==> config.mk <==
export PLATFORM = sky130hd
export DESIGN_NAME = c2p_post
export DESIGN_NICKNAME = d
export VERILOG_FILES = /design/src/rtl/core/c2p_pkg.sv /design/src/rtl/core/c2p_post.sv
export VERILOG_INCLUDE_DIRS = /design/src /design/src/rtl/core
export SDC_FILE = /design/constraint.sdc
export NUM_CORES = 1
export LEC_CHECK = 0
export BUFFER_PORTS_ARGS = -buffer_cell sky130_fd_sc_hd__buf_2
export CAP_MARGIN = 20
export CORE_ASPECT_RATIO = 1.2
export CORE_MARGIN = 2
export CORE_UTILIZATION = 44
export DETAILED_ROUTE_END_ITERATION = 16
export PLACE_DENSITY_LB_ADDON = 0.12
export SLEW_MARGIN = 15
export SYNTH_ARGS = -nofsm -noshare
export SYNTH_HDL_FRONTEND = slang
export SYNTH_SLANG_ARGS = --single-unit
==> constraint.sdc <==
create_clock -name clk -period 3.6 [get_ports clk]
set_input_delay 0.36 -clock clk [delete_from_list [all_inputs] [get_ports clk]]
set_output_delay 0.36 -clock clk [all_outputs]
set_load 0.03 [all_outputs]
==> src/rtl/core/cartesian_to_polar_assert.svh <==
// Assertion macros used by the output stage of the rectangular-to-polar converter.
`ifndef CARTESIAN_TO_POLAR_ASSERT_SVH
`define CARTESIAN_TO_POLAR_ASSERT_SVH

// Checks a consequence in the same cycle as its condition.
`define C2P_ASSERT_NOW(label, ante, cons) \
  label: assert property (@(posedge clk) disable iff (!rst_n) (ante) |-> (cons)) \
    else $error("c2p assertion failed");

// Checks a consequence in the cycle after its condition.
`define C2P_ASSERT_NEXT(label, ante, cons) \
  label: assert property (@(posedge clk) disable iff (!rst_n) (ante) |=> (cons)) \
    else $error("c2p assertion failed");

`endif

==> src/rtl/core/c2p_pkg.sv <==
// Shared types, constants and elaboration-time functions for the converter.
package c2p_pkg;

  localparam int COORD_WIDTH_DEF   = 16;
  localparam int CORDIC_STAGES_DEF = 16;
  localparam int MAG_W             = 16;
  localparam int ANG_W             = 17;
  localparam int XY_W              = 64;
  localparam int Z_W               = 36;
  localparam int XY_SCALE_POS      = 60;
  localparam int ANG_SHIFT         = 19;
  localparam int ANGLE_MAX         = 38603;
  localparam int MAG_MAX           = 65535;

  localparam logic signed [Z_W-1:0] PI_Q32         = 36'sd13493037704;
  localparam logic signed [Z_W-1:0] HALF_PI_Q32    = 36'sd6746518852;
  localparam logic signed [Z_W-1:0] QUARTER_PI_Q32 = 36'sd3373259426;
  localparam logic signed [Z_W-1:0] ROUND_HALF     = 36'sd262144;

  localparam logic signed [ANG_W-1:0] ANG_HALF_PI =
    ANG_W'((HALF_PI_Q32 + ROUND_HALF) >>> ANG_SHIFT);
  localparam logic signed [ANG_W-1:0] ANG_NEG_HALF_PI =
    ANG_W'((ROUND_HALF - HALF_PI_Q32) >>> ANG_SHIFT);

  typedef logic signed [XY_W-1:0] c2p_xy_t;
  typedef logic signed [Z_W-1:0]  c2p_z_t;

  typedef struct packed {
    logic zero_vec;
    logic x_zero;
    logic x_neg;
    logic y_pos;
  } c2p_flags_t;

  // Shift-and-subtract quotient, used only to build constant tables.
  function automatic logic [63:0] udiv_const(input logic [63:0] num, input logic [63:0] den);
    logic [63:0] q;
    logic [64:0] r;
    q = '0;
    r = '0;
    for (int b = 63; b >= 0; b--) begin
      r = {r[63:0], num[b]};
      if (r >= {1'b0, den}) begin
        r = r - {1'b0, den};
        q[b] = 1'b1;
      end
    end
    return q;
  endfunction

  // Rotation angle atan(2^-i) in Q32 radians, summed from its power series.
  function automatic logic signed [Z_W-1:0] atan_pow2(input int i);
    logic [63:0] t;
    logic [63:0] t2;
    logic [63:0] p;
    logic [63:0] term;
    logic signed [63:0] sum;
    if (i == 0) begin
      return QUARTER_PI_Q32;
    end
    if (i > 32) begin
      return '0;
    end
    t   = 64'd1 << (32 - i);
    t2  = (t * t) >> 32;
    p   = t;
    sum = '0;
    for (int k = 0; k < 40; k++) begin
      if (p != '0) begin
        term = udiv_const(p, 64'(2 * k + 1));
        if (k[0]) begin
          sum = sum - signed'(term);
        end else begin
          sum = sum + signed'(term);
        end
        p = (p * t2) >> 32;
      end
    end
    return Z_W'(sum);
  endfunction

endpackage

==> src/rtl/core/c2p_post.sv <==
// Output stage: magnitude rounding and saturation, angle selection and scaling.
`include "cartesian_to_polar_assert.svh"
module c2p_post
  import c2p_pkg::*;
#(
  parameter int COORD_WIDTH = COORD_WIDTH_DEF
) (
  input  logic                     clk,
  input  logic                     rst_n,
  input  logic                     adv_i,
  input  logic                     valid_i,
  input  c2p_flags_t               flags_i,
  input  c2p_z_t                   z_i,
  input  logic [2*COORD_WIDTH-1:0] rem_i,
  input  logic [2*COORD_WIDTH-1:0] res_i,
  output logic                     valid_o,
  output logic [MAG_W-1:0]         magnitude_o,
  output logic signed [ANG_W-1:0]  angle_o
);

  logic                    out_valid_r;
  logic [MAG_W-1:0]        magnitude_r, magnitude_nxt;
  logic signed [ANG_W-1:0] angle_r, angle_nxt;

  logic [COORD_WIDTH:0]    mag_wide;
  c2p_z_t                  ang_base;
  c2p_z_t                  ang_sum;
  c2p_z_t                  ang_scaled;

  always_comb begin
    // Round up when the remainder left by the root exceeds the root itself.
    mag_wide = {1'b0, res_i[COORD_WIDTH-1:0]} + (COORD_WIDTH+1)'(rem_i > res_i);
    if (mag_wide > MAG_MAX) begin
      magnitude_nxt = MAG_W'(MAG_MAX);
    end else begin
      magnitude_nxt = MAG_W'(mag_wide);
    end

    ang_base   = flags_i.x_neg ? (PI_Q32 + ROUND_HALF) : ROUND_HALF;
    ang_sum    = z_i + ang_base;
    ang_scaled = ang_sum >>> ANG_SHIFT;

    if (flags_i.zero_vec) begin
      angle_nxt = '0;
    end else if (flags_i.x_zero) begin
      angle_nxt = flags_i.y_pos ? ANG_HALF_PI : ANG_NEG_HALF_PI;
    end else if (ang_scaled > ANGLE_MAX) begin
      angle_nxt = ANG_W'(ANGLE_MAX);
    end else begin
      angle_nxt = ang_scaled[ANG_W-1:0];
    end
  end

  always_ff @(posedge clk) begin
    if (!rst_n) begin
      out_valid_r <= 1'b0;
    end else if (adv_i) begin
      out_valid_r <= valid_i;
    end
    if (adv_i) begin
      magnitude_r <= magnitude_nxt;
      angle_r     <= angle_nxt;
    end
  end

  assign valid_o     = out_valid_r;
  assign magnitude_o = magnitude_r;
  assign angle_o     = angle_r;

  // Only the zero vector has zero length, and its angle is zero.
  `C2P_ASSERT_NOW(a_zero_len_zero_angle, out_valid_r && magnitude_r == '0, angle_r == '0)
  `C2P_ASSERT_NEXT(a_up_axis, valid_i && adv_i && flags_i.x_zero && !flags_i.zero_vec && flags_i.y_pos, out_valid_r && angle_r == ANG_HALF_PI)
  `C2P_ASSERT_NEXT(a_left_half, valid_i && adv_i && flags_i.x_neg, out_valid_r && angle_r > 0 && angle_r <= ANGLE_MAX)

endmodule
==> metrics.md <==
| Metric | Value |
|---|---|
| Initial antenna violation count | 0 |
| Drt pass-1 iters | 5 |
| Io pins | between 100 and 150 |
| Total track usage | 19.3% |
| Initial DRC count | about 160 |
| Max-Cap Viols | 0 |
| Worst vdd ir | 0.378 mV |
| Hold Path Cell Cnt | 2 |
| WP data arrival | 3400 ps |
| ANT cells | 0 |
| Vert. Die Dim | 101 um |
| Layout area overhead | 30.4% |
| Post-synth EDFFs | 33 |
| Seq/Total Area, Yosys | 29.3% |
| TritonCTS Buffers | 5 |
| Vias in the first global route | 3183 |
| Clk Latency, worst-skew pair | 270 ps |
| Wirelength per Cell | approximately 13 um |
| Ys async rst share | 0% |
| Syn avg cell area | between 8 and 9 sq um |
| LEAKAGE | 2.21 nW |
| CP max FO | 13 |
| Final hold viol count | 0 |
| Clock transition at path regs | 60 ps |
| Final WL | 8.45 mm |
| Busiest layer in global routing | met2 |
| CP Launch Type | input pin |
| Clock buffer depth | 2 |
| Total gr overflow | 0 |
| Post-Syn Area | 3450 sq um |
| Worst-Margin Slew | 739 ps |
| Post-CTS Hold Fix Bufs | 0 |
| Area of the core | 7660 sq um |
| Worst Hold Launch | rst_n |
| Crit path time final | 3390 ps |
| Post-synthesis register bit count | 34 |
| Reg2Reg Depth | 2 |
| Synth area leaders | edfxtp_1 29%, ha_1 17%, inv_1 4.5% |
| CP endpoint kind | flip-flop |
| Clk Tree Root Cell | clkbuf_8 |
| Die Wd | 84.9 um |
| Req. time, crit path | 3600 ps |
| Grt met1 use | 25.2% |
| TritonCTS sink count | 34 |
| CTS tree | built |
| YS warnings | 0 |
| Hold EP | valid_o |
| Setup Skew | 0 ps |
| CP Class | input pin to flip-flop |
| Antenna Nets Post-Route | 0 |
| Post-synth top area cell | edfxtp_1 |
| Rel. slew slack | 50.7% |
| Vias per inst | 5.38 |
| Post-Route Setup TNS | 0 ps |
| Buffers on Ports | 138 |
| RSZ-0062 raised after global routing | false |
| Largest net degree at the start of global routing | 35 |
| Status | finished clean |
| Met2 GRT Util | roughly 34% |
| Fraction of layout cells with a size suffix above 1 | 33.6% |
| Max Slew Vio Count | 0 |
| Main flop type after synthesis | edfxtp_1 |
| Final nets | approximately 700 |
| Crit path from | res_i[1] |
| Met3 usage | 2.05% |
| Die Footprint | 8570 sq um |
| Drt drc | 0 |
| H-tree Lvls | 2 |
| Setup slack, reg-to-reg | around 3000 ps |
| Power Density | 300 nW/um^2 |
| Placement Rows | 35 |
| Cts repair resizes | 0 |
| Mapped Cells | 389 |
| Gpl congestion | just under 0.9 |
| Util after Layout | 58.7% |
| Max Fclk | 0.295 GHz |
| Via count | about 3400 |
| R2r endpoint | valid_o |
| Hold WC Path Type | input pin to flip-flop |
| Worst reg2reg path startpoint | valid_o |
| Final HPWL DP | 7.30 mm |
| Period utilization | a little over nine tenths |
| Synth top area share | ~29% |
| Synthesized netlist net count | 544 |
| Number of distinct library cells after synthesis | 66 |
| First-pass GRT wire length | 13.7 mm |
| Final setup violation count | 0 |
| Post-CTS Setup Repair Bufs | 0 |
| Initial core utilization | 45.0% |
## routing by layer
layer | vias to the layer above | wire length [um] | share of wire (%)
met2 | 97 | 4110 | 49
li1 | 1765 | - | -
met5 | - | 0 | 0
met1 | 1550 | 3810 | 45
met3 | 8 | 406 | 4.8
met4 | 0 | 119 | 1.4
## cell usage after synthesis (3+ instances only)
cell / count
nor4_1: 3
xor2_1: 4
and3_1: 9
o21bai_1: 4
nand3_1: 12
nor3_1: 5
clkbuf_1: 6
ha_1: 47
a21o_1: 14
inv_1: 41
nor2b_1: 6
o211ai_1: 3
nand4_1: 18
nand2b_1: 5
a21oi_1: 22
xnor2_1: 12
o21a_1: 6
or2_2: 4
edfxtp_1: 33
a31oi_1: 14
o21ai_0: 12
nor2_1: 23
nand2_1: 27
a211oi_1: 3
a211o_1: 4
## stage by stage
| step | worst slack (ps) | std cells | power, mW | hold slack (ps) | cell area (sq um) |
|---|---|---|---|---|---|
| CTS | 107 | 636 | 1.36 | 304 | 4490 |
| global route | 22.7 | 636 | 1.43 | 326 | 4500 |
| floorplan | 89.8 | 389 | 0.785 | 472 | 3450 |
| finish | 206 | 636 | 1.35 | 307 | 4500 |
| detailed placement | -200 | 628 | 0.957 | 520 | 4360 |
| global placement | -99.7 | 628 | 0.947 | 492 | 4360 |
## layout by cell type, fill, tap and decap left out, types with 2 or more instances in the layout
cell | Yosys | layout
a211oi_1 | 3 | 3
nor2b_1 | 6 | 6
o21a_1 | 6 | 6
a21o_1 | 14 | 14
or4_1 | 2 | 2
and3_1 | 9 | 9
nand4_1 | 18 | 18
and2_1 | 2 | 2
a211oi_2 | 2 | 2
a211o_1 | 4 | 4
xor2_1 | 4 | 4
inv_1 | 41 | 41
xnor2_1 | 12 | 12
ha_1 | 47 | 47
nor2_1 | 23 | 23
o31ai_1 | 2 | 2
edfxtp_1 | 33 | 33
nand3_1 | 12 | 11
a21oi_2 | 2 | 2
nand4b_1 | 2 | 2
nor3_2 | 2 | 2
o21ai_1 | 2 | 2
o21ai_0 | 12 | 12
a31o_1 | 2 | 2
a21boi_1 | 2 | 2
o21bai_1 | 4 | 4
bufinv_16 | 0 | 2
nor4_1 | 3 | 3
or2_2 | 4 | 4
a21oi_1 | 22 | 22
clkbuf_8 | 0 | 5
buf_4 | 0 | 17
a31oi_1 | 14 | 14
nand2_1 | 27 | 27
nand2b_1 | 5 | 5
o211ai_1 | 3 | 3
nor3_1 | 5 | 5
buf_2 | 2 | 138
## cell type report
type                    instances  area, sq um
clock inverters                 3         63.8
fillers                       729         3160
multi-input cells             305         2250
well taps                      92          115
inverters                      41          154
repair buffers                156          838
flip-flops and latches         34         1010
clock buffers                   5         68.8
## where the power goes
group / internal (mW) / switching, mW
Clock: 0.274 / 0.131
Combinational: 0.189 / 0.273
Sequential: 0.477 / 0.00809
## worst max-delay path: stages
cell and delay (ps):
buf_2 110, inv_1 40, ha_1 270, nor2b_1 130
o21a_1 160, o21a_1 160, o21a_1 160, o21a_1 170
o21ai_0 140, a21oi_1 80, a2111oi_1 360, nor2_1 110
ha_1 200, ha_1 180, and3_1 200, nand3_2 110
nor4_1 80, nand4_1 140, buf_12 140, o21ai_0 80
## sequential cells by signal, indices dropped and copies added, names as in the netlist
signal	cells
angle_o	17
valid_o	1
magnitude_o	16
## cell families (layout without fill, tap and decap cells)
| logic type | Yosys count | after routing | share of synthesized area [%] |
|---|---|---|---|
| simple gates | 132 | 132 | 21.1 |
| compound gates | 109 | 109 | 22.5 |
| buf+inv | 50 | 205 | 5.73 |
| fa+ha+maj | 47 | 47 | 17.0 |
| flops | 34 | 34 | 29.3 |
| xor+xnor | 16 | 16 | 4.06 |
| mux | 1 | 1 | 0.290 |
## worst max path at each step
stage                     end  slack (ps)  depth (start not counted)
2_1_floorplan  magnitude_o[8]          90                         19
3_3_place_gp   magnitude_o[8]        -100                         20
3_5_place_dp   magnitude_o[8]        -200                         20
4_1_cts        magnitude_o[8]         110                         20
5_1_grt        magnitude_o[8]          20                         20
6_report       magnitude_o[8]         210                         20
No activity file was read; power rests on OpenSTA's default activity.
