==> config.mk <==
export PLATFORM = sky130hd
export DESIGN_NAME = c2p_prep
export DESIGN_NICKNAME = d
export VERILOG_FILES = /design/src/rtl/core/cartesian_to_polar_assert.svh /design/src/rtl/core/c2p_pkg.sv /design/src/rtl/core/c2p_prep.sv
export SDC_FILE = /design/constraint.sdc
export NUM_CORES = 1
export LEC_CHECK = 0
export ABC_CLOCK_PERIOD_IN_PS = 15350
export BUFFER_PORTS_ARGS = -buffer_cell sky130_fd_sc_hd__clkbuf_2
export CAP_MARGIN = 20
export CORE_UTILIZATION = 35
export DETAILED_ROUTE_END_ITERATION = 10
export GPL_ROUTABILITY_DRIVEN = 0
export PLACE_DENSITY = 0.61
export SLEW_MARGIN = 40
export SYNTH_ARGS = -nofsm -noshare
export SYNTH_HDL_FRONTEND = slang
export SYNTH_SLANG_ARGS = --single-unit
==> constraint.sdc <==
create_clock -name clk -period 15.35 [get_ports clk]
set_clock_uncertainty 0.1 [all_clocks]
set_input_delay 2.3025 -clock clk [delete_from_list [all_inputs] [get_ports clk]]
set_output_delay 2.3025 -clock clk [all_outputs]
set_load 0.03 [all_outputs]
==> src/rtl/core/cartesian_to_polar_assert.svh <==
// Assertion macros used by the output stage of the rectangular-to-polar converter.
`ifndef CARTESIAN_TO_POLAR_ASSERT_SVH
`define CARTESIAN_TO_POLAR_ASSERT_SVH

// Checks a consequence in the same cycle as its condition.
`define C2P_ASSERT_NOW(label, ante, cons) \
  label: assert property (@(posedge clk) disable iff (!rst_n) (ante) |-> (cons)) \
    else $error("c2p assertion failed");

// Checks a consequence in the cycle after its condition.
`define C2P_ASSERT_NEXT(label, ante, cons) \
  label: assert property (@(posedge clk) disable iff (!rst_n) (ante) |=> (cons)) \
    else $error("c2p assertion failed");

`endif

==> src/rtl/core/c2p_pkg.sv <==
// Shared types, constants and elaboration-time functions for the converter.
package c2p_pkg;

  localparam int COORD_WIDTH_DEF   = 16;
  localparam int CORDIC_STAGES_DEF = 16;
  localparam int MAG_W             = 16;
  localparam int ANG_W             = 17;
  localparam int XY_W              = 64;
  localparam int Z_W               = 36;
  localparam int XY_SCALE_POS      = 60;
  localparam int ANG_SHIFT         = 19;
  localparam int ANGLE_MAX         = 38603;
  localparam int MAG_MAX           = 65535;

  localparam logic signed [Z_W-1:0] PI_Q32         = 36'sd13493037704;
  localparam logic signed [Z_W-1:0] HALF_PI_Q32    = 36'sd6746518852;
  localparam logic signed [Z_W-1:0] QUARTER_PI_Q32 = 36'sd3373259426;
  localparam logic signed [Z_W-1:0] ROUND_HALF     = 36'sd262144;

  localparam logic signed [ANG_W-1:0] ANG_HALF_PI =
    ANG_W'((HALF_PI_Q32 + ROUND_HALF) >>> ANG_SHIFT);
  localparam logic signed [ANG_W-1:0] ANG_NEG_HALF_PI =
    ANG_W'((ROUND_HALF - HALF_PI_Q32) >>> ANG_SHIFT);

  typedef logic signed [XY_W-1:0] c2p_xy_t;
  typedef logic signed [Z_W-1:0]  c2p_z_t;

  typedef struct packed {
    logic zero_vec;
    logic x_zero;
    logic x_neg;
    logic y_pos;
  } c2p_flags_t;

  // Shift-and-subtract quotient, used only to build constant tables.
  function automatic logic [63:0] udiv_const(input logic [63:0] num, input logic [63:0] den);
    logic [63:0] q;
    logic [64:0] r;
    q = '0;
    r = '0;
    for (int b = 63; b >= 0; b--) begin
      r = {r[63:0], num[b]};
      if (r >= {1'b0, den}) begin
        r = r - {1'b0, den};
        q[b] = 1'b1;
      end
    end
    return q;
  endfunction

  // Rotation angle atan(2^-i) in Q32 radians, summed from its power series.
  function automatic logic signed [Z_W-1:0] atan_pow2(input int i);
    logic [63:0] t;
    logic [63:0] t2;
    logic [63:0] p;
    logic [63:0] term;
    logic signed [63:0] sum;
    if (i == 0) begin
      return QUARTER_PI_Q32;
    end
    if (i > 32) begin
      return '0;
    end
    t   = 64'd1 << (32 - i);
    t2  = (t * t) >> 32;
    p   = t;
    sum = '0;
    for (int k = 0; k < 40; k++) begin
      if (p != '0) begin
        term = udiv_const(p, 64'(2 * k + 1));
        if (k[0]) begin
          sum = sum - signed'(term);
        end else begin
          sum = sum + signed'(term);
        end
        p = (p * t2) >> 32;
      end
    end
    return Z_W'(sum);
  endfunction

endpackage

==> src/rtl/core/c2p_prep.sv <==
// Front stages: quadrant folding, CORDIC seeding and the sum of squares.
module c2p_prep
  import c2p_pkg::*;
#(
  parameter int COORD_WIDTH = COORD_WIDTH_DEF
) (
  input  logic                          clk,
  input  logic                          rst_n,
  input  logic                          adv_i,
  input  logic                          valid_i,
  input  logic signed [COORD_WIDTH-1:0] x_i,
  input  logic signed [COORD_WIDTH-1:0] y_i,
  output logic                          valid_o,
  output c2p_flags_t                    flags_o,
  output c2p_xy_t                       x_o,
  output c2p_xy_t                       y_o,
  output logic [2*COORD_WIDTH-1:0]      n_o
);

  localparam int SQ_W = 2 * COORD_WIDTH;

  logic                   a_valid_r;
  c2p_flags_t             a_flags_r, a_flags_nxt;
  c2p_xy_t                a_x_r, a_x_nxt;
  c2p_xy_t                a_y_r, a_y_nxt;
  logic [SQ_W-1:0]        a_sqx_r, a_sqx_nxt;
  logic [SQ_W-1:0]        a_sqy_r, a_sqy_nxt;

  logic                   b_valid_r;
  c2p_flags_t             b_flags_r;
  c2p_xy_t                b_x_r;
  c2p_xy_t                b_y_r;
  logic [SQ_W-1:0]        b_n_r;

  c2p_xy_t                x_ext;
  c2p_xy_t                y_ext;
  logic [COORD_WIDTH-1:0] ax;
  logic [COORD_WIDTH-1:0] ay;

  always_comb begin
    x_ext = {{(XY_W-COORD_WIDTH){x_i[COORD_WIDTH-1]}}, x_i};
    y_ext = {{(XY_W-COORD_WIDTH){y_i[COORD_WIDTH-1]}}, y_i};
    ax    = x_i[COORD_WIDTH-1] ? COORD_WIDTH'(-x_i) : COORD_WIDTH'(x_i);
    ay    = y_i[COORD_WIDTH-1] ? COORD_WIDTH'(-y_i) : COORD_WIDTH'(y_i);

    a_flags_nxt.zero_vec = (x_i == '0) && (y_i == '0);
    a_flags_nxt.x_zero   = (x_i == '0);
    a_flags_nxt.x_neg    = x_i[COORD_WIDTH-1];
    a_flags_nxt.y_pos    = !y_i[COORD_WIDTH-1] && (y_i != '0);

    // Vectors in the left half plane are turned by pi before the CORDIC.
    if (x_i[COORD_WIDTH-1]) begin
      a_x_nxt = (-x_ext) <<< (XY_SCALE_POS - COORD_WIDTH);
      a_y_nxt = (-y_ext) <<< (XY_SCALE_POS - COORD_WIDTH);
    end else begin
      a_x_nxt = x_ext <<< (XY_SCALE_POS - COORD_WIDTH);
      a_y_nxt = y_ext <<< (XY_SCALE_POS - COORD_WIDTH);
    end

    a_sqx_nxt = ax * ax;
    a_sqy_nxt = ay * ay;
  end

  always_ff @(posedge clk) begin
    if (!rst_n) begin
      a_valid_r <= 1'b0;
      b_valid_r <= 1'b0;
    end else if (adv_i) begin
      a_valid_r <= valid_i;
      b_valid_r <= a_valid_r;
    end
    if (adv_i) begin
      a_flags_r <= a_flags_nxt;
      a_x_r     <= a_x_nxt;
      a_y_r     <= a_y_nxt;
      a_sqx_r   <= a_sqx_nxt;
      a_sqy_r   <= a_sqy_nxt;
      b_flags_r <= a_flags_r;
      b_x_r     <= a_x_r;
      b_y_r     <= a_y_r;
      b_n_r     <= a_sqx_r + a_sqy_r;
    end
  end

  assign valid_o = b_valid_r;
  assign flags_o = b_flags_r;
  assign x_o     = b_x_r;
  assign y_o     = b_y_r;
  assign n_o     = b_n_r;

endmodule

==> flow_summary.toml, run 1 <==
[outcome]
status = "complete, no violations"

[clock_network]
clkTransAtPathRegs_ns = 0.08
numCtsBuffers = 17
cts_hold_buf = 0
cts_setup_buffers = 0
htree_levels = 4
cts_tree = "built"
cts_resized = 0
clk_path_buf_depth = 2
clock_latency_ns = 0.50
root_buffer = "clkbuf_16"
cts_sinks = 182

[flow_run]
maxCapViolCount = 0

[floorplan]
die_h_um = 254.5
row_count = 92
initial_utilization_pct = 35.37
ios = 201
die_area_mm2 = 0.06475
die_x_um = 254.5
core-area_mm2 = 0.06308

[global_routing]
track_usage_pct = 15.60
grt_pass1_vias = 15739
grt_overflow_total = 0
antenna_found_initial = 0
grt_max_degree = 128
grt_first_pass_wirelength_um = 78360

[placed_design]
port_buffers = 112
place_hpwl_um = 39020

[sta]
tightest_slew_ns = 0.8427
rsz0062_at_grt = "no"
finalCritPeriodShare_pct = 72.91
hold_viol = 0
period_needed_ns = 11.19
finalMaxSlewViolations = 0
tns_ns = 0
fmax_mhz = 89.35
relSlewSlack_pct = 43.44
setup_viol_count_final = 0

[synth]
synthArstFlopShare_pct = 0
synth_area_mm2 = 0.02231
syn_inst = 2188
ys_types = 71
syn_area_per_cell_um2 = 10.20
synth_flop_cell = "edfxtp_1"
yosys_warnings = 0
synth_edf_count = 180
yosysSeqAreaShare_pct = 24.41
ys_ff_latch = 182

[drt]
route.detailed.drc = 0
firstDrtPassIters = 5
wl_um = 47770
wl_per_cell_um = 15.16
vias_per_cell = 4.727
met2_length_um = 23740
top_layer_used = "met4"
num_vias = 14901
ant_nets = 0
drtIter0Drc = 842
wl_met3_um = 2825
drt-met1-wl_um = 19850

[finish]
multiInputGateArea_mm2 = 0.01455
fillers = 6365
syn_to_final_growth_pct = 8.256
seq_area_mm2 = 0.005445
n_antenna_cell = 0
final_nets = 2884
drive_gt1_share_pct = 8.153

[setup_path]
critical_path_class = "in -> reg"
crit_path_max_fanout = 16
crit_buf_inv = 8
slowest_delay_ns = 0.63
crit_required_ns = 15.51
critPathLaunchType = "primary input"
slowest_stage = "xor2_1"
arrival_ns = 11.35
end_kind = "register"
path_delay_family = "adder cells"

[min_path]
min_path_type = "reg -> reg"
## final cells by class
type / count / share of cell area (%)
flip-flops and latches: 182 / 22.55
multi-input cells: 1479 / 60.26
well taps: 846 / 4.383
clock inverters: 15 / 0.5543
clock buffers: 17 / 1.761
repair buffers: 131 / 2.995
inverters: 482 / 7.502
## path summary, 6_finish.rpt
check                  start     endpoint  slack, ns  cells past startpoint
hold / removal     a_x_r[46]      x_o[46]       0.32                      0
setup / recovery      y_i[0]  a_sqy_r[31]       4.16                     31
hold reg to reg    a_x_r[46]      x_o[46]       0.32                      0
setup reg to reg  a_sqx_r[8]      n_o[25]      11.90                     10
## cell usage in the layout, fill, tap and decap left out, types with 8 or more instances in the layout
cell type,count
a21o_1,52
a21oi_1,74
a31oi_1,10
and2_1,22
and3_1,11
buf_4,19
clkbuf_16,18
clkbuf_2,111
clkinv_1,8
conb_1,92
edfxtp_1,180
fa_1,327
ha_1,228
inv_1,471
nand2_1,197
nand2b_1,13
nand3_1,15
nand4_1,11
nor2_1,142
nor2b_1,14
nor3_1,16
o21ai_0,36
o31ai_1,8
xnor2_1,91
xor2_1,43
## cell families after synthesis
kind of cell | after synthesis | share of synthesized area (%)
other | 1 | 0.01681
AO/OA/AOI/OAI | 224 | 6.411
adder cells (fa/ha/maj) | 555 | 42.13
XOR/XNOR | 138 | 5.569
multiplexers | 2 | 0.08974
AND/OR/NAND/NOR | 468 | 9.366
flip-flops | 182 | 24.41
buffers and inverters | 618 | 12.01
## Yosys cell counts, drive strengths merged (3+ instances only)
library cell	count	area share, %
nand3	15	0.34
nor2b	14	0.39
xor2	44	1.8
or4	4	0.17
clkbuf	41	0.75
and3	11	0.31
or2	5	0.14
nor2	142	2.4
inv	474	8.0
o2111ai	3	0.12
edfxtp	180	24
o31ai	8	0.27
buf	95	3.1
nand4	11	0.31
nand2	199	3.4
nand2b	13	0.36
o21bai	5	0.17
a31oi	10	0.28
a21oi	74	1.7
or3	6	0.21
a21o	52	1.7
a21boi	4	0.13
and4	3	0.12
nor3	16	0.36
xnor2	94	3.8
o21a	5	0.17
a211oi	5	0.17
o21ai	37	0.83
fa	327	29
ha	228	13
clkinv	8	0.13
and2	24	0.70
## through the flow
| stage | cell area, um^2 | setup WS (ns) | cells | util, % | hold WS, ns |
|---|---|---|---|---|---|
| global route | 24150 | 3.763 | 3152 | 38.29 | 0.3270 |
| CTS | 24140 | 4.187 | 3152 | 38.27 | 0.3237 |
| detailed placement | 23580 | 3.673 | 3120 | 37.38 | 0.3059 |
| floorplan | 22650 | 4.776 | 2279 | - | 0.3003 |
| finish | 24150 | 4.158 | 3152 | 38.29 | 0.3221 |
| global placement | 23560 | 4.038 | 3120 | 37.35 | 0.3016 |
## layer usage
| metal | vias up | GRT usage (%) |
|---|---|---|
| met3 | 69 | 3.143 |
| met5 | - | 0 |
| li1 | 6924 | - |
| met4 | 0 | 6.145 |
| met2 | 374 | 26.05 |
| met1 | 7534 | 19.76 |
## state kept, by name (all words and copies together) (netlist names)
signal and cells:
a_flags_r 4, a_sqx_r 31, a_sqy_r 31, a_valid_r 1, a_x_r 19, a_y_r 19
flags_o 4, n_o 32, valid_o 1, x_o 20, y_o 20
## worst register-to-register path, delay by kind of cell (launching register included)
family / cells / cell delay [ns]
adders and majority gates: 1 / 0.33
DFF: 1 / 0.39
AOI/OAI and AO/OA: 6 / 1.83
and+or+nand+nor: 2 / 0.38
xor gates and xnor gates: 1 / 0.16
Power of run 1 is left out: the tool's default activity adds up to more than one toggle a clock period on the data nets, which glitch-free logic cannot reach.
==> run 2, diff against run 1 <==
ABC_CLOCK_PERIOD_IN_PS = 10800   (was 15350)
clock period = 10.8 ns   (was 15.35 ns; I/O delays follow)
==> run 2 against run 1 <==
Effect of this change:
- worst setup slack got worse by 3.3 ns
- register-to-register slack worse by 4.6 ns
- sequential share of layout area down 0.16 points
==> flow_summary.toml, run 2 (synthesis gave the netlist of run 1 again) <==
[placed_design]
place_inst = 3136
dpl_cell_area_mm2 = 0.02369
place_hpwl_um = 38720
port_buffers = 112
pre_cts_ws_ns = 0.4400

[finish]
final_cell_area_mm2 = 0.02432
final_cell_mix = "inv_1 (471), fa_1 (327), ha_1 (228), nand2_1 (197), edfxtp_1 (180)"
syn_to_final_growth_pct = 9.013
final_common_cell = "inv_1"
largest_reg_flops = 32
fin_cells = 3170
final_nets = 2901
drive_gt1_share_pct = 8.825

[global_routing]
antenna_found_initial = 1
grt_max_degree = 100
grt_pass1_vias = 15344
track_usage_pct = 15.29
grt_first_pass_wirelength_um = 76580
grt_overflow_total = 0

[drt]
wl_um = 47020
ant_nets = 0
firstDrtPassIters = 5
num_vias = 14846
route.detailed.drc = 0
drtIter0Drc = 909
wl_per_cell_um = 14.83
vias_per_cell = 4.683

[sta]
fmax_mhz = 100.9
hold_viol = 0
setup_viol_count_final = 0
postLayoutSetupSlackWorst_ns = 0.8875
period_needed_ns = 9.913
finalCritPeriodShare_pct = 91.78
relSlewSlack_pct = 48.04
finalMaxSlewViolations = 0
rsz0062_at_grt = "no"
tightest_slew_ns = 0.7794
tns_ns = 0

[floorplan]
core-area_mm2 = 0.06308
row_count = 92
initial_utilization_pct = 35.37
die_area_mm2 = 0.06475
die_h_um = 254.5
die_x_um = 254.5
ios = 201

[setup_path]
critPathLaunchType = "primary input"
critical_path_class = "in -> reg"
slowest_delay_ns = 0.54
crit_required_ns = 10.97
crit_top_cell = "fa_1"
arrival_ns = 10.08
slowest_stage = "fa_1"
end_kind = "register"
crit_path_max_fanout = 10

[clock_network]
cts_resized = 0
root_buffer = "clkbuf_16"
htree_levels = 4
cts_sinks = 182
clk_path_buf_depth = 2
numCtsBuffers = 17
cts_hold_buf = 0
clock_latency_ns = 0.50
clkTransAtPathRegs_ns = 0.09
cts_tree = "built"
cts_setup_buffers = 0

[min_path]
min_path_type = "reg -> reg"

[outcome]
status = "complete, no violations"

[flow_run]
maxCapViolCount = 0
[run 2: cell types whose count changed in the layout (fill, tap and decap cells not counted), sizes merged]
| cell | before | now |
|---|---|---|
| diode | 0 | 1 |
| inv | 482 | 481 |
| clkbuf | 129 | 130 |
| clkinv | 14 | 13 |
| buf | 19 | 36 |
| bufinv | 0 | 1 |
[run 2: final cells by class]
| cell class | instances | area, um^2 |
|---|---|---|
| diodes | 1 | 2.502 |
| multi-input cells | 1479 | 14540 |
| clock inverters | 14 | 156.4 |
| clock buffers | 18 | 439.2 |
| fillers | 6287 | 38760 |
| inverters | 482 | 1812 |
| flip-flops and latches | 182 | 5445 |
| repair buffers | 148 | 865.8 |
| well taps | 846 | 1059 |
[run 2: final timing paths]
check	startpoint	endpoint	slack [ns]	cells after the start
setup / recovery	y_i[0]	a_sqy_r[31]	0.89	30
hold reg to reg	a_y_r[62]	y_o[62]	0.32	0
hold / removal	a_y_r[62]	y_o[62]	0.32	0
setup reg to reg	a_sqx_r[9]	n_o[25]	7.32	10
[run 2: metrics by stage]
stage / hold slack (ns) / util [%]
2_1_floorplan: 0.3003 / -
3_3_place_gp: 0.3029 / 37.53
3_5_place_dp: 0.3045 / 37.56
4_1_cts: 0.3219 / 38.50
5_1_grt: 0.3264 / 38.55
6_report: 0.3178 / 38.55
[run 2: per-layer routing]
layer  vias up  part of all wire [%]  wire [um]  global-route usage, %
met5         -                     0          0                      0
met3        59                   5.1       2383                  2.654
met2       369                    50      23670                  26.13
met4         0                   2.2       1031                  5.577
li1       6952                     -          -                      -
met1      7466                    42      19930                  19.32
[run 2: critical path, delay by kind of cell]
kind	cells	cell delay, ns
fa+ha+maj	8	3.50
xor+xnor	2	0.35
buf+inv	6	0.60
compound gates	8	2.02
simple gates	6	2.00
Power of run 2 is left out for the same reason.
