File: src/rtl/core/cartesian_to_polar_assert.svh
// Assertion macros used by the output stage of the rectangular-to-polar converter.
`ifndef CARTESIAN_TO_POLAR_ASSERT_SVH
`define CARTESIAN_TO_POLAR_ASSERT_SVH

// Checks a consequence in the same cycle as its condition.
`define C2P_ASSERT_NOW(label, ante, cons) \
  label: assert property (@(posedge clk) disable iff (!rst_n) (ante) |-> (cons)) \
    else $error("c2p assertion failed");

// Checks a consequence in the cycle after its condition.
`define C2P_ASSERT_NEXT(label, ante, cons) \
  label: assert property (@(posedge clk) disable iff (!rst_n) (ante) |=> (cons)) \
    else $error("c2p assertion failed");

`endif

File: src/rtl/core/c2p_pkg.sv
// Shared types, constants and elaboration-time functions for the converter.
package c2p_pkg;

  localparam int COORD_WIDTH_DEF   = 16;
  localparam int CORDIC_STAGES_DEF = 16;
  localparam int MAG_W             = 16;
  localparam int ANG_W             = 17;
  localparam int XY_W              = 64;
  localparam int Z_W               = 36;
  localparam int XY_SCALE_POS      = 60;
  localparam int ANG_SHIFT         = 19;
  localparam int ANGLE_MAX         = 38603;
  localparam int MAG_MAX           = 65535;

  localparam logic signed [Z_W-1:0] PI_Q32         = 36'sd13493037704;
  localparam logic signed [Z_W-1:0] HALF_PI_Q32    = 36'sd6746518852;
  localparam logic signed [Z_W-1:0] QUARTER_PI_Q32 = 36'sd3373259426;
  localparam logic signed [Z_W-1:0] ROUND_HALF     = 36'sd262144;

  localparam logic signed [ANG_W-1:0] ANG_HALF_PI =
    ANG_W'((HALF_PI_Q32 + ROUND_HALF) >>> ANG_SHIFT);
  localparam logic signed [ANG_W-1:0] ANG_NEG_HALF_PI =
    ANG_W'((ROUND_HALF - HALF_PI_Q32) >>> ANG_SHIFT);

  typedef logic signed [XY_W-1:0] c2p_xy_t;
  typedef logic signed [Z_W-1:0]  c2p_z_t;

  typedef struct packed {
    logic zero_vec;
    logic x_zero;
    logic x_neg;
    logic y_pos;
  } c2p_flags_t;

  // Shift-and-subtract quotient, used only to build constant tables.
  function automatic logic [63:0] udiv_const(input logic [63:0] num, input logic [63:0] den);
    logic [63:0] q;
    logic [64:0] r;
    q = '0;
    r = '0;
    for (int b = 63; b >= 0; b--) begin
      r = {r[63:0], num[b]};
      if (r >= {1'b0, den}) begin
        r = r - {1'b0, den};
        q[b] = 1'b1;
      end
    end
    return q;
  endfunction

  // Rotation angle atan(2^-i) in Q32 radians, summed from its power series.
  function automatic logic signed [Z_W-1:0] atan_pow2(input int i);
    logic [63:0] t;
    logic [63:0] t2;
    logic [63:0] p;
    logic [63:0] term;
    logic signed [63:0] sum;
    if (i == 0) begin
      return QUARTER_PI_Q32;
    end
    if (i > 32) begin
      return '0;
    end
    t   = 64'd1 << (32 - i);
    t2  = (t * t) >> 32;
    p   = t;
    sum = '0;
    for (int k = 0; k < 40; k++) begin
      if (p != '0) begin
        term = udiv_const(p, 64'(2 * k + 1));
        if (k[0]) begin
          sum = sum - signed'(term);
        end else begin
          sum = sum + signed'(term);
        end
        p = (p * t2) >> 32;
      end
    end
    return Z_W'(sum);
  endfunction

endpackage

File: src/rtl/core/c2p_stage.sv
// One pipeline stage: a CORDIC vectoring step if IDX < CORDIC_STAGES and one square-root digit if IDX < COORD_WIDTH.
module c2p_stage
  import c2p_pkg::*;
#(
  parameter int COORD_WIDTH   = COORD_WIDTH_DEF,
  parameter int CORDIC_STAGES = CORDIC_STAGES_DEF,
  parameter int IDX           = 0
) (
  input  logic                     clk,
  input  logic                     rst_n,
  input  logic                     adv_i,
  input  logic                     valid_i,
  input  c2p_flags_t               flags_i,
  input  c2p_xy_t                  x_i,
  input  c2p_xy_t                  y_i,
  input  c2p_z_t                   z_i,
  input  logic [2*COORD_WIDTH-1:0] rem_i,
  input  logic [2*COORD_WIDTH-1:0] res_i,
  output logic                     valid_o,
  output c2p_flags_t               flags_o,
  output c2p_xy_t                  x_o,
  output c2p_xy_t                  y_o,
  output c2p_z_t                   z_o,
  output logic [2*COORD_WIDTH-1:0] rem_o,
  output logic [2*COORD_WIDTH-1:0] res_o
);

  localparam int SQ_W = 2 * COORD_WIDTH;

  logic            valid_r;
  c2p_flags_t      flags_r;
  c2p_xy_t         x_r, x_nxt;
  c2p_xy_t         y_r, y_nxt;
  c2p_z_t          z_r, z_nxt;
  logic [SQ_W-1:0] rem_r, rem_nxt;
  logic [SQ_W-1:0] res_r, res_nxt;

  generate
    if (IDX < CORDIC_STAGES) begin : g_rot
      localparam c2p_z_t ATAN_K = atan_pow2(IDX);
      c2p_xy_t dx;
      c2p_xy_t dy;
      always_comb begin
        dx = y_i >>> IDX;
        dy = x_i >>> IDX;
        if (!y_i[XY_W-1]) begin
          x_nxt = x_i + dx;
          y_nxt = y_i - dy;
          z_nxt = z_i + ATAN_K;
        end else begin
          x_nxt = x_i - dx;
          y_nxt = y_i + dy;
          z_nxt = z_i - ATAN_K;
        end
      end
    end else begin : g_rot_pass
      always_comb begin
        x_nxt = x_i;
        y_nxt = y_i;
        z_nxt = z_i;
      end
    end

    if (IDX < COORD_WIDTH) begin : g_root
      localparam int BIT_POS = 2 * (COORD_WIDTH - 1 - IDX);
      localparam logic [SQ_W:0] BIT_K = (SQ_W+1)'(1) << BIT_POS;
      logic [SQ_W:0] trial;
      always_comb begin
        trial = {1'b0, res_i} + BIT_K;
        if ({1'b0, rem_i} >= trial) begin
          rem_nxt = rem_i - trial[SQ_W-1:0];
          res_nxt = (res_i >> 1) + BIT_K[SQ_W-1:0];
        end else begin
          rem_nxt = rem_i;
          res_nxt = res_i >> 1;
        end
      end
    end else begin : g_root_pass
      always_comb begin
        rem_nxt = rem_i;
        res_nxt = res_i;
      end
    end
  endgenerate

  always_ff @(posedge clk) begin
    if (!rst_n) begin
      valid_r <= 1'b0;
    end else if (adv_i) begin
      valid_r <= valid_i;
    end
    if (adv_i) begin
      flags_r <= flags_i;
      x_r     <= x_nxt;
      y_r     <= y_nxt;
      z_r     <= z_nxt;
      rem_r   <= rem_nxt;
      res_r   <= res_nxt;
    end
  end

  assign valid_o = valid_r;
  assign flags_o = flags_r;
  assign x_o     = x_r;
  assign y_o     = y_r;
  assign z_o     = z_r;
  assign rem_o   = rem_r;
  assign res_o   = res_r;

endmodule

File: config.mk
export PLATFORM = sky130hd
export DESIGN_NAME = c2p_stage
export DESIGN_NICKNAME = d
export VERILOG_FILES = /design/src/rtl/core/cartesian_to_polar_assert.svh /design/src/rtl/core/c2p_pkg.sv /design/src/rtl/core/c2p_stage.sv
export SDC_FILE = /design/constraint.sdc
export NUM_CORES = 1
export LEC_CHECK = 0
export BUFFER_PORTS_ARGS = -buffer_cell sky130_fd_sc_hd__buf_2
export CAP_MARGIN = 10
export CORE_MARGIN = 3
export CORE_UTILIZATION = 27
export CTS_CLUSTER_DIAMETER = 50
export DETAILED_ROUTE_END_ITERATION = 12
export SLEW_MARGIN = 20
export SYNTH_ARGS = -nofsm -noshare
export SYNTH_HDL_FRONTEND = slang
export SYNTH_SLANG_ARGS = --single-unit
File: constraint.sdc
create_clock -name clk -period 5 [get_ports clk]
set_input_delay 0.25 -clock clk [delete_from_list [all_inputs] [get_ports clk]]
set_output_delay 0.25 -clock clk [all_outputs]
set_load 0.01 [all_outputs]
==> impl_metrics.json, run 1 <==
{
  "status": "completed",
  "syn-instance-count": 2614,
  "hold_class": "in2reg",
  "tightest_slew_ps": 974,
  "drv_cap": 0,
  "synth_warnings": 0,
  "grt.overflow.total": 0,
  "rrSetupSlack_ps": 3840,
  "postRouteAntennaNets": 0,
  "crit-reg2reg-launch": "valid_o$_SDFFE_PN0P_",
  "worst_setup_path_start_kind": "input pin",
  "whs_ps": 48.9,
  "cts_tree": "done",
  "avgViaCountPerCell": 5.26,
  "crit_path_end": "y_o[63]$_DFFE_PP_",
  "crit_path_max_fanout": 13,
  "grt_pass1_wl_um": 133000,
  "post-route-period-util": 0.816,
  "cp.arrival_ps": 4380,
  "syn_avg_cell_area_um2": 8.69,
  "synth_nets": 3111,
  "stdcell_area_um2": 28500,
  "path_cells": "buf_2 -> inv_1 -> ha_1 -> nor2_1 -> o211ai_1 -> a21oi_1 -> nor2_1 -> o311ai_1 -> a21oi_1 -> a31oi_1 -> a21boi_1 -> and4b_1 -> a211oi_1 -> xnor2_1",
  "area_delta_synth_final_pct": 25.5,
  "clk_pin_slew_ps": 50,
  "drive_gt1_frac": 0.203,
  "drcViolationCount": 0,
  "vdd_drop_max_v": 0.000229,
  "slew_violations": 0,
  "postCtsSetupBuffers": 0,
  "layout.nets": 3622,
  "multi_input_area_um2": 14400,
  "cp_slowest_cell": "a31oi_1",
  "wl_um": 92500,
  "grt_max_degree": 169,
  "synthesis.area_um2": 22700,
  "use_met2": 0.324,
  "dieArea_um2": 87600,
  "drt_iter0_drc": 1912,
  "finalSetupTns_ps": 0,
  "clock_skew_ps": 0,
  "rows": 105,
  "crit_path_start": "x_i[3]",
  "cts_root_buf": "clkbuf_16",
  "rsz0062_at_grt": "no",
  "synth.area.mux_share": 0.0353,
  "reg2reg_depth": 3,
  "grt.met1_usage": 0.255,
  "synthFlopType": "edfxtp_1",
  "die_h_um": 296,
  "cts_num_sinks": 232,
  "synth_seq_area_share": 0.306,
  "fmax_ghz": 0.245,
  "postCtsHoldBufs": 69,
  "numCtsBuffers": 46,
  "clockBufferDepth": 3,
  "placed_cell_area_um2": 26200,
  "vias": 22300,
  "synth.distinct_cells": 88,
  "synthAdderAreaFrac": 0.145,
  "ioPinCount": 469,
  "grt_use_met3": 0.0506,
  "die_w_um": 296,
  "power_density_nw_per_um2": 314,
  "grt_pass1_vias": 21300,
  "min_period_ps": 4080,
  "r2r-end": "valid_o$_SDFFE_PN0P_",
  "clock_latency_ps": 580,
  "synth-compound-area-share": 0.261,
  "cpPeakStageDelay_ps": 600,
  "antenna_found_initial": 25,
  "setup_violations": 0,
  "start_util": 0.274,
  "post_drt_wl_per_cell_um": 21.8,
  "cts-resized-gates": 0,
  "hpwl_um": 74200,
  "ys_ff_latch": 232,
  "dr.pass1.iters": 6,
  "p_leak_nw": 12.5,
  "register_area_um2": 6960,
  "cts-htree-levels": 2,
  "core_area_um2": 82800,
  "port_buffers": 468,
  "hold_viol_final": 0,
  "synthXorXnorAreaFrac": 0.0686,
  "grt.busiest_layer": "met2",
  "synth-simple-area-share": 0.123,
  "synth_top_family_by_area": "compound AO/OA/AOI/OAI gates",
  "gp_congestion": 0.969,
  "grtUsageTotal": 0.199,
  "fillers": 8692,
  "worstSetupPathType": "in2reg",
  "max_slew_margin": 0.351,
  "crit_path_end_kind": "register",
  "synthArstFlopShare": 0,
  "synth_enable_flop_cells": 231,
  "cp.required_ps": 5310
}
[worst min path at each step]
stage | slack, ps | depth (start not counted) | end | start
final | 50 | 2 | y_o[63]$_DFFE_PP_ | x_i[63]
after floorplan | 350 | 0 | flags_o[0]$_DFFE_PP_ | flags_i[0]
after CTS | 20 | 3 | z_o[35]$_DFFE_PP_ | z_i[35]
after global placement | 430 | 1 | flags_o[3]$_DFFE_PP_ | flags_i[3]
after detailed placement | 430 | 1 | flags_o[3]$_DFFE_PP_ | flags_i[3]
after global routing | 50 | 2 | y_o[63]$_DFFE_PP_ | x_i[63]
[routing by layer]
layer | up-vias | share of wire
met5 | - | 0.0016
met4 | 24 | 0.038
met3 | 201 | 0.090
met2 | 1038 | 0.45
met1 | 10500 | 0.42
li1 | 10600 | -
[worst max-delay path: cells and delay by family]
kind                     cells  cell delay (ps)
adder cells (fa/ha/maj)      1              470
AO/OA/AOI/OAI                7             2730
buffers and inverters        2              150
AND/OR/NAND/NOR              3              650
XOR/XNOR                     1              110
[synth_stat cells, types with 12 or more instances]
cell,number,share of area
and3_1,12,0.0033
o21bai_1,85,0.028
xor2_1,17,0.0066
ha_1,256,0.14
xnor2_1,161,0.062
edfxtp_1,231,0.31
nor2b_1,28,0.0077
o21ai_0,183,0.040
nor3_1,43,0.0095
buf_1,18,0.0030
a21boi_0,18,0.0060
o31ai_1,30,0.0099
mux2_4,25,0.017
clkbuf_1,63,0.010
nor4_1,24,0.0066
a31oi_1,21,0.0058
o21a_1,26,0.0086
a211oi_1,23,0.0076
nand3_1,27,0.0060
nand4_1,56,0.015
nand2_1,126,0.021
nand2b_1,21,0.0058
o211ai_1,18,0.0060
inv_1,236,0.039
a21o_1,83,0.027
nor2_1,203,0.034
mux2i_1,38,0.017
buf_2,12,0.0026
a21oi_1,339,0.075
[cell families (layout without fill, tap and decap cells)]
family                     after synthesis  after routing
AOI/OAI and AO/OA                      942            942
and+or+nand+nor                        587            587
buffers and inverters                  347            895
adders and majority gates              261            261
DFF                                    232            232
xor gates and xnor gates               178            178
muxes                                   67             67
other                                    0              9
[power breakdown]
part / switching [mW] / internal, mW / leakage (nW)
Combinational: 1.90 / 1.15 / 9.49
Sequential: 0.117 / 2.54 / 2.27
Clock: 1.23 / 1.98 / 0.783
Total: 3.26 / 5.68 / 12.5
[registers in the layout, indices dropped and copies added, names as in the netlist]
signal   flops
flags_o      4
rem_o       32
valid_o      1
res_o       32
z_o         36
y_o         64
x_o         63
[through the flow]
| step | instances | setup WS (ps) | power, mW | util |
|---|---|---|---|---|
| 4_1_cts | 4232 | 1010 | 9.01 | 0.344 |
| 6_report | 4241 | 920 | 8.93 | 0.344 |
| 3_3_place_gp | 4078 | 454 | 5.66 | 0.316 |
| 5_1_grt | 4234 | 645 | 9.39 | 0.344 |
| 2_1_floorplan | 2614 | 988 | 4.48 | - |
| 3_5_place_dp | 4078 | 424 | 5.66 | 0.316 |
[placed cells by master (no fill, tap or decap), drive strengths merged, types with 11 or more instances in the layout]
master,Yosys,final
or3,11,11
o211ai,18,18
o31ai,31,31
nand2b,21,21
clkinv,11,21
nand3,27,27
dlygate4sd3,0,69
ha,256,256
nor2b,28,28
mux2i,38,38
o21a,26,26
o31a,12,12
mux2,29,29
nor2,203,203
xor2,17,17
nand2,127,127
edfxtp,231,231
a21boi,19,19
nor3,43,43
xnor2,161,161
clkbuf,63,48
nor4,24,24
a31oi,22,22
buf,35,492
inv,238,258
and3,12,12
a21o,83,83
nand4,56,56
a21oi,342,342
o21bai,85,85
o21ai,192,192
a211oi,25,25
[area by class of cell]
class,count,area share
sequential,232,0.244
multi-input combinational,2035,0.505
tap,1070,0.0470
inverter,249,0.0328
antenna,9,0.000790
timing repair buffer,561,0.115
clock buffer,48,0.0414
clock inverter,37,0.0144
Power figures use the tool's default switching activity.
==> run 2, diff against run 1 <==
clock period = 3.9 ns   (was 5 ns; I/O delays follow)
==> run 2 against run 1 <==
  * Setup slack worse by 720 ps
  * Power grew 31%
  * Non-clock buffer count rose by 191
  * Critical path depth is 2 higher
  * Clock skew is the same
  * Via count grew 2.5%
  * Hold slack improved by 14 ps
  * Wire length is 2.1% higher
  * Clock-buffer cell count up 4
  * Utilization is 1.7 points higher
  * Sequential power increased by 29%
  * Critical path type unchanged
  * Critical endpoint is now y_o[60]$_DFFE_PP_
  * Highest routed layer unchanged
==> impl_metrics.json, run 2 (synthesis gave the netlist of run 1 again) <==
{
  "drt_iter0_drc": 1745,
  "core_area_um2": 82800,
  "vias": 22900,
  "crit_path_max_fanout": 5,
  "cpPeakStageDelay_ps": 420,
  "crit_family": "compound AO/OA/AOI/OAI gates",
  "grt.overflow.total": 0,
  "hold_viol_final": 0,
  "worst_setup_path_start_kind": "input pin",
  "r2r-end": "valid_o$_SDFFE_PN0P_",
  "fillers": 8613,
  "post_drt_wl_per_cell_um": 21.3,
  "die_w_um": 296,
  "clk_pin_slew_ps": 60,
  "grtUsageTotal": 0.204,
  "cp.required_ps": 4220,
  "min_path_cells": 3,
  "antenna_found_initial": 24,
  "rows": 105,
  "wl_um": 94400,
  "clock_skew_ps": 0,
  "clock_latency_ps": 570,
  "cts-htree-levels": 2,
  "crit-reg2reg-launch": "valid_o$_SDFFE_PN0P_",
  "grt_pass1_vias": 22200,
  "cts_root_buf": "clkbuf_16",
  "cts_num_sinks": 232,
  "dieArea_um2": 87600,
  "cp_slowest_cell": "fa_1",
  "p_leak_nw": 13.4,
  "hpwl_um": 76800,
  "status": "completed",
  "gp_congestion": 0.943,
  "grt_max_degree": 169,
  "rrSetupSlack_ps": 2760,
  "min_from": "z_i[35]",
  "port_buffers": 468,
  "avgViaCountPerCell": 5.17,
  "postRouteAntennaNets": 0,
  "clockBufferDepth": 3,
  "path_cells": "buf_2 -> ha_1 -> fa_1 -> nor2b_1 -> o311ai_1 -> buf_4 -> a21oi_1 -> a32o_1 -> o21ai_1 -> buf_4 -> a2111o_1 -> and2_1 -> o21ai_1 -> a221o_1 -> a21oi_1 -> xnor2_1",
  "worstSetupPathType": "in2reg",
  "largest_reg_flops": 64,
  "cts_tree": "done",
  "post-route-period-util": 0.948,
  "fmax_ghz": 0.271,
  "die_h_um": 296,
  "hold_class": "in2reg",
  "max_slew_margin": 0.341,
  "min_to": "z_o[35]$_DFFE_PP_",
  "reg2reg_depth": 3,
  "pre_cts_slack_ps": -235,
  "cts-resized-gates": 0,
  "ioPinCount": 469,
  "min_period_ps": 3700,
  "drive_gt1_frac": 0.245,
  "tightest_slew_ps": 989,
  "drv_cap": 0,
  "utilization": 0.361,
  "cp.arrival_ps": 4010,
  "rsz0062_at_grt": "no",
  "drcViolationCount": 0,
  "layout_common_cells": "buf_2, a21oi_1, ha_1",
  "final_cells": 4428,
  "numCtsBuffers": 44,
  "area_delta_synth_final_pct": 31.7,
  "setup_ws_ps": 204,
  "dr.pass1.iters": 5,
  "vdd_drop_max_v": 0.000286,
  "grt_pass1_wl_um": 137000,
  "layout.nets": 3811,
  "final_common_cell": "buf_2",
  "setup_violations": 0,
  "power_density_nw_per_um2": 391,
  "start_util": 0.274,
  "critPathBufInv": 3,
  "slew_violations": 0,
  "crit_path_end_kind": "register",
  "dpl.cell_count": 4267
}
==> run 2: final cells by class <==
| type | instances | area, um^2 | area share |
|---|---|---|---|
| Timing Repair Buffer | 752 | 4730 | 0.158 |
| Tap cell | 1070 | 1340 | 0.0448 |
| Clock inverter | 29 | 362 | 0.0121 |
| Antenna cell | 9 | 22.5 | 0.000753 |
| Clock buffer | 52 | 1180 | 0.0396 |
| Multi-Input combinational cell | 2035 | 14400 | 0.481 |
| Inverter | 249 | 935 | 0.0312 |
| Sequential cell | 232 | 6960 | 0.233 |
==> run 2: where the power goes <==
part	total, mW	leakage (nW)	switching, mW	internal (mW)
clock	4.04	0.738	1.49	2.55
combinational	4.22	10.4	2.49	1.73
sequential	3.43	2.27	0.171	3.26
total	11.7	13.4	4.15	7.53
==> run 2: worst max-delay path by stage <==
stage	startpoint	end	depth (start not counted)
finish	x_i[0]	y_o[60]$_DFFE_PP_	16
global route	x_i[0]	y_o[60]$_DFFE_PP_	16
CTS	x_i[0]	y_o[60]$_DFFE_PP_	16
detailed placement	x_i[0]	y_o[60]$_DFFE_PP_	16
global placement	x_i[0]	x_o[60]$_DFFE_PP_	16
floorplan	y_i[63]	z_o[34]$_DFFE_PP_	15
==> run 2: worst register-to-register path, cell delays in order, from the launching register on <==
cell and delay (ps):
dfxtp_1 310, mux2i_1 120, nor2b_1 60, dlygate4sd3_1 540
==> run 2: metal layers <==
layer	up-vias	track usage	wire, um
li1	11000	-	-
met1	10800	0.259	39100
met2	939	0.341	43400
met3	174	0.0506	8560
met4	18	0.0657	3220
met5	-	0	115
==> run 2: through the flow <==
step	TNS, ps	power [mW]	area, um^2	hold slack [ps]
after global routing	0	12.3	29900	43.7
after CTS	0	11.8	29900	12.1
after detailed placement	-877	7.58	27600	373
final	0	11.7	29900	63.3
after floorplan	0	5.75	22700	294
after global placement	-693	7.59	27600	372
==> run 2: what timing repair did <==
item                       CTS  global route
setup endpoints to repair    0             0
buffers inserted             0             0
hold endpoints to repair    72             0
hold buffers                71             0
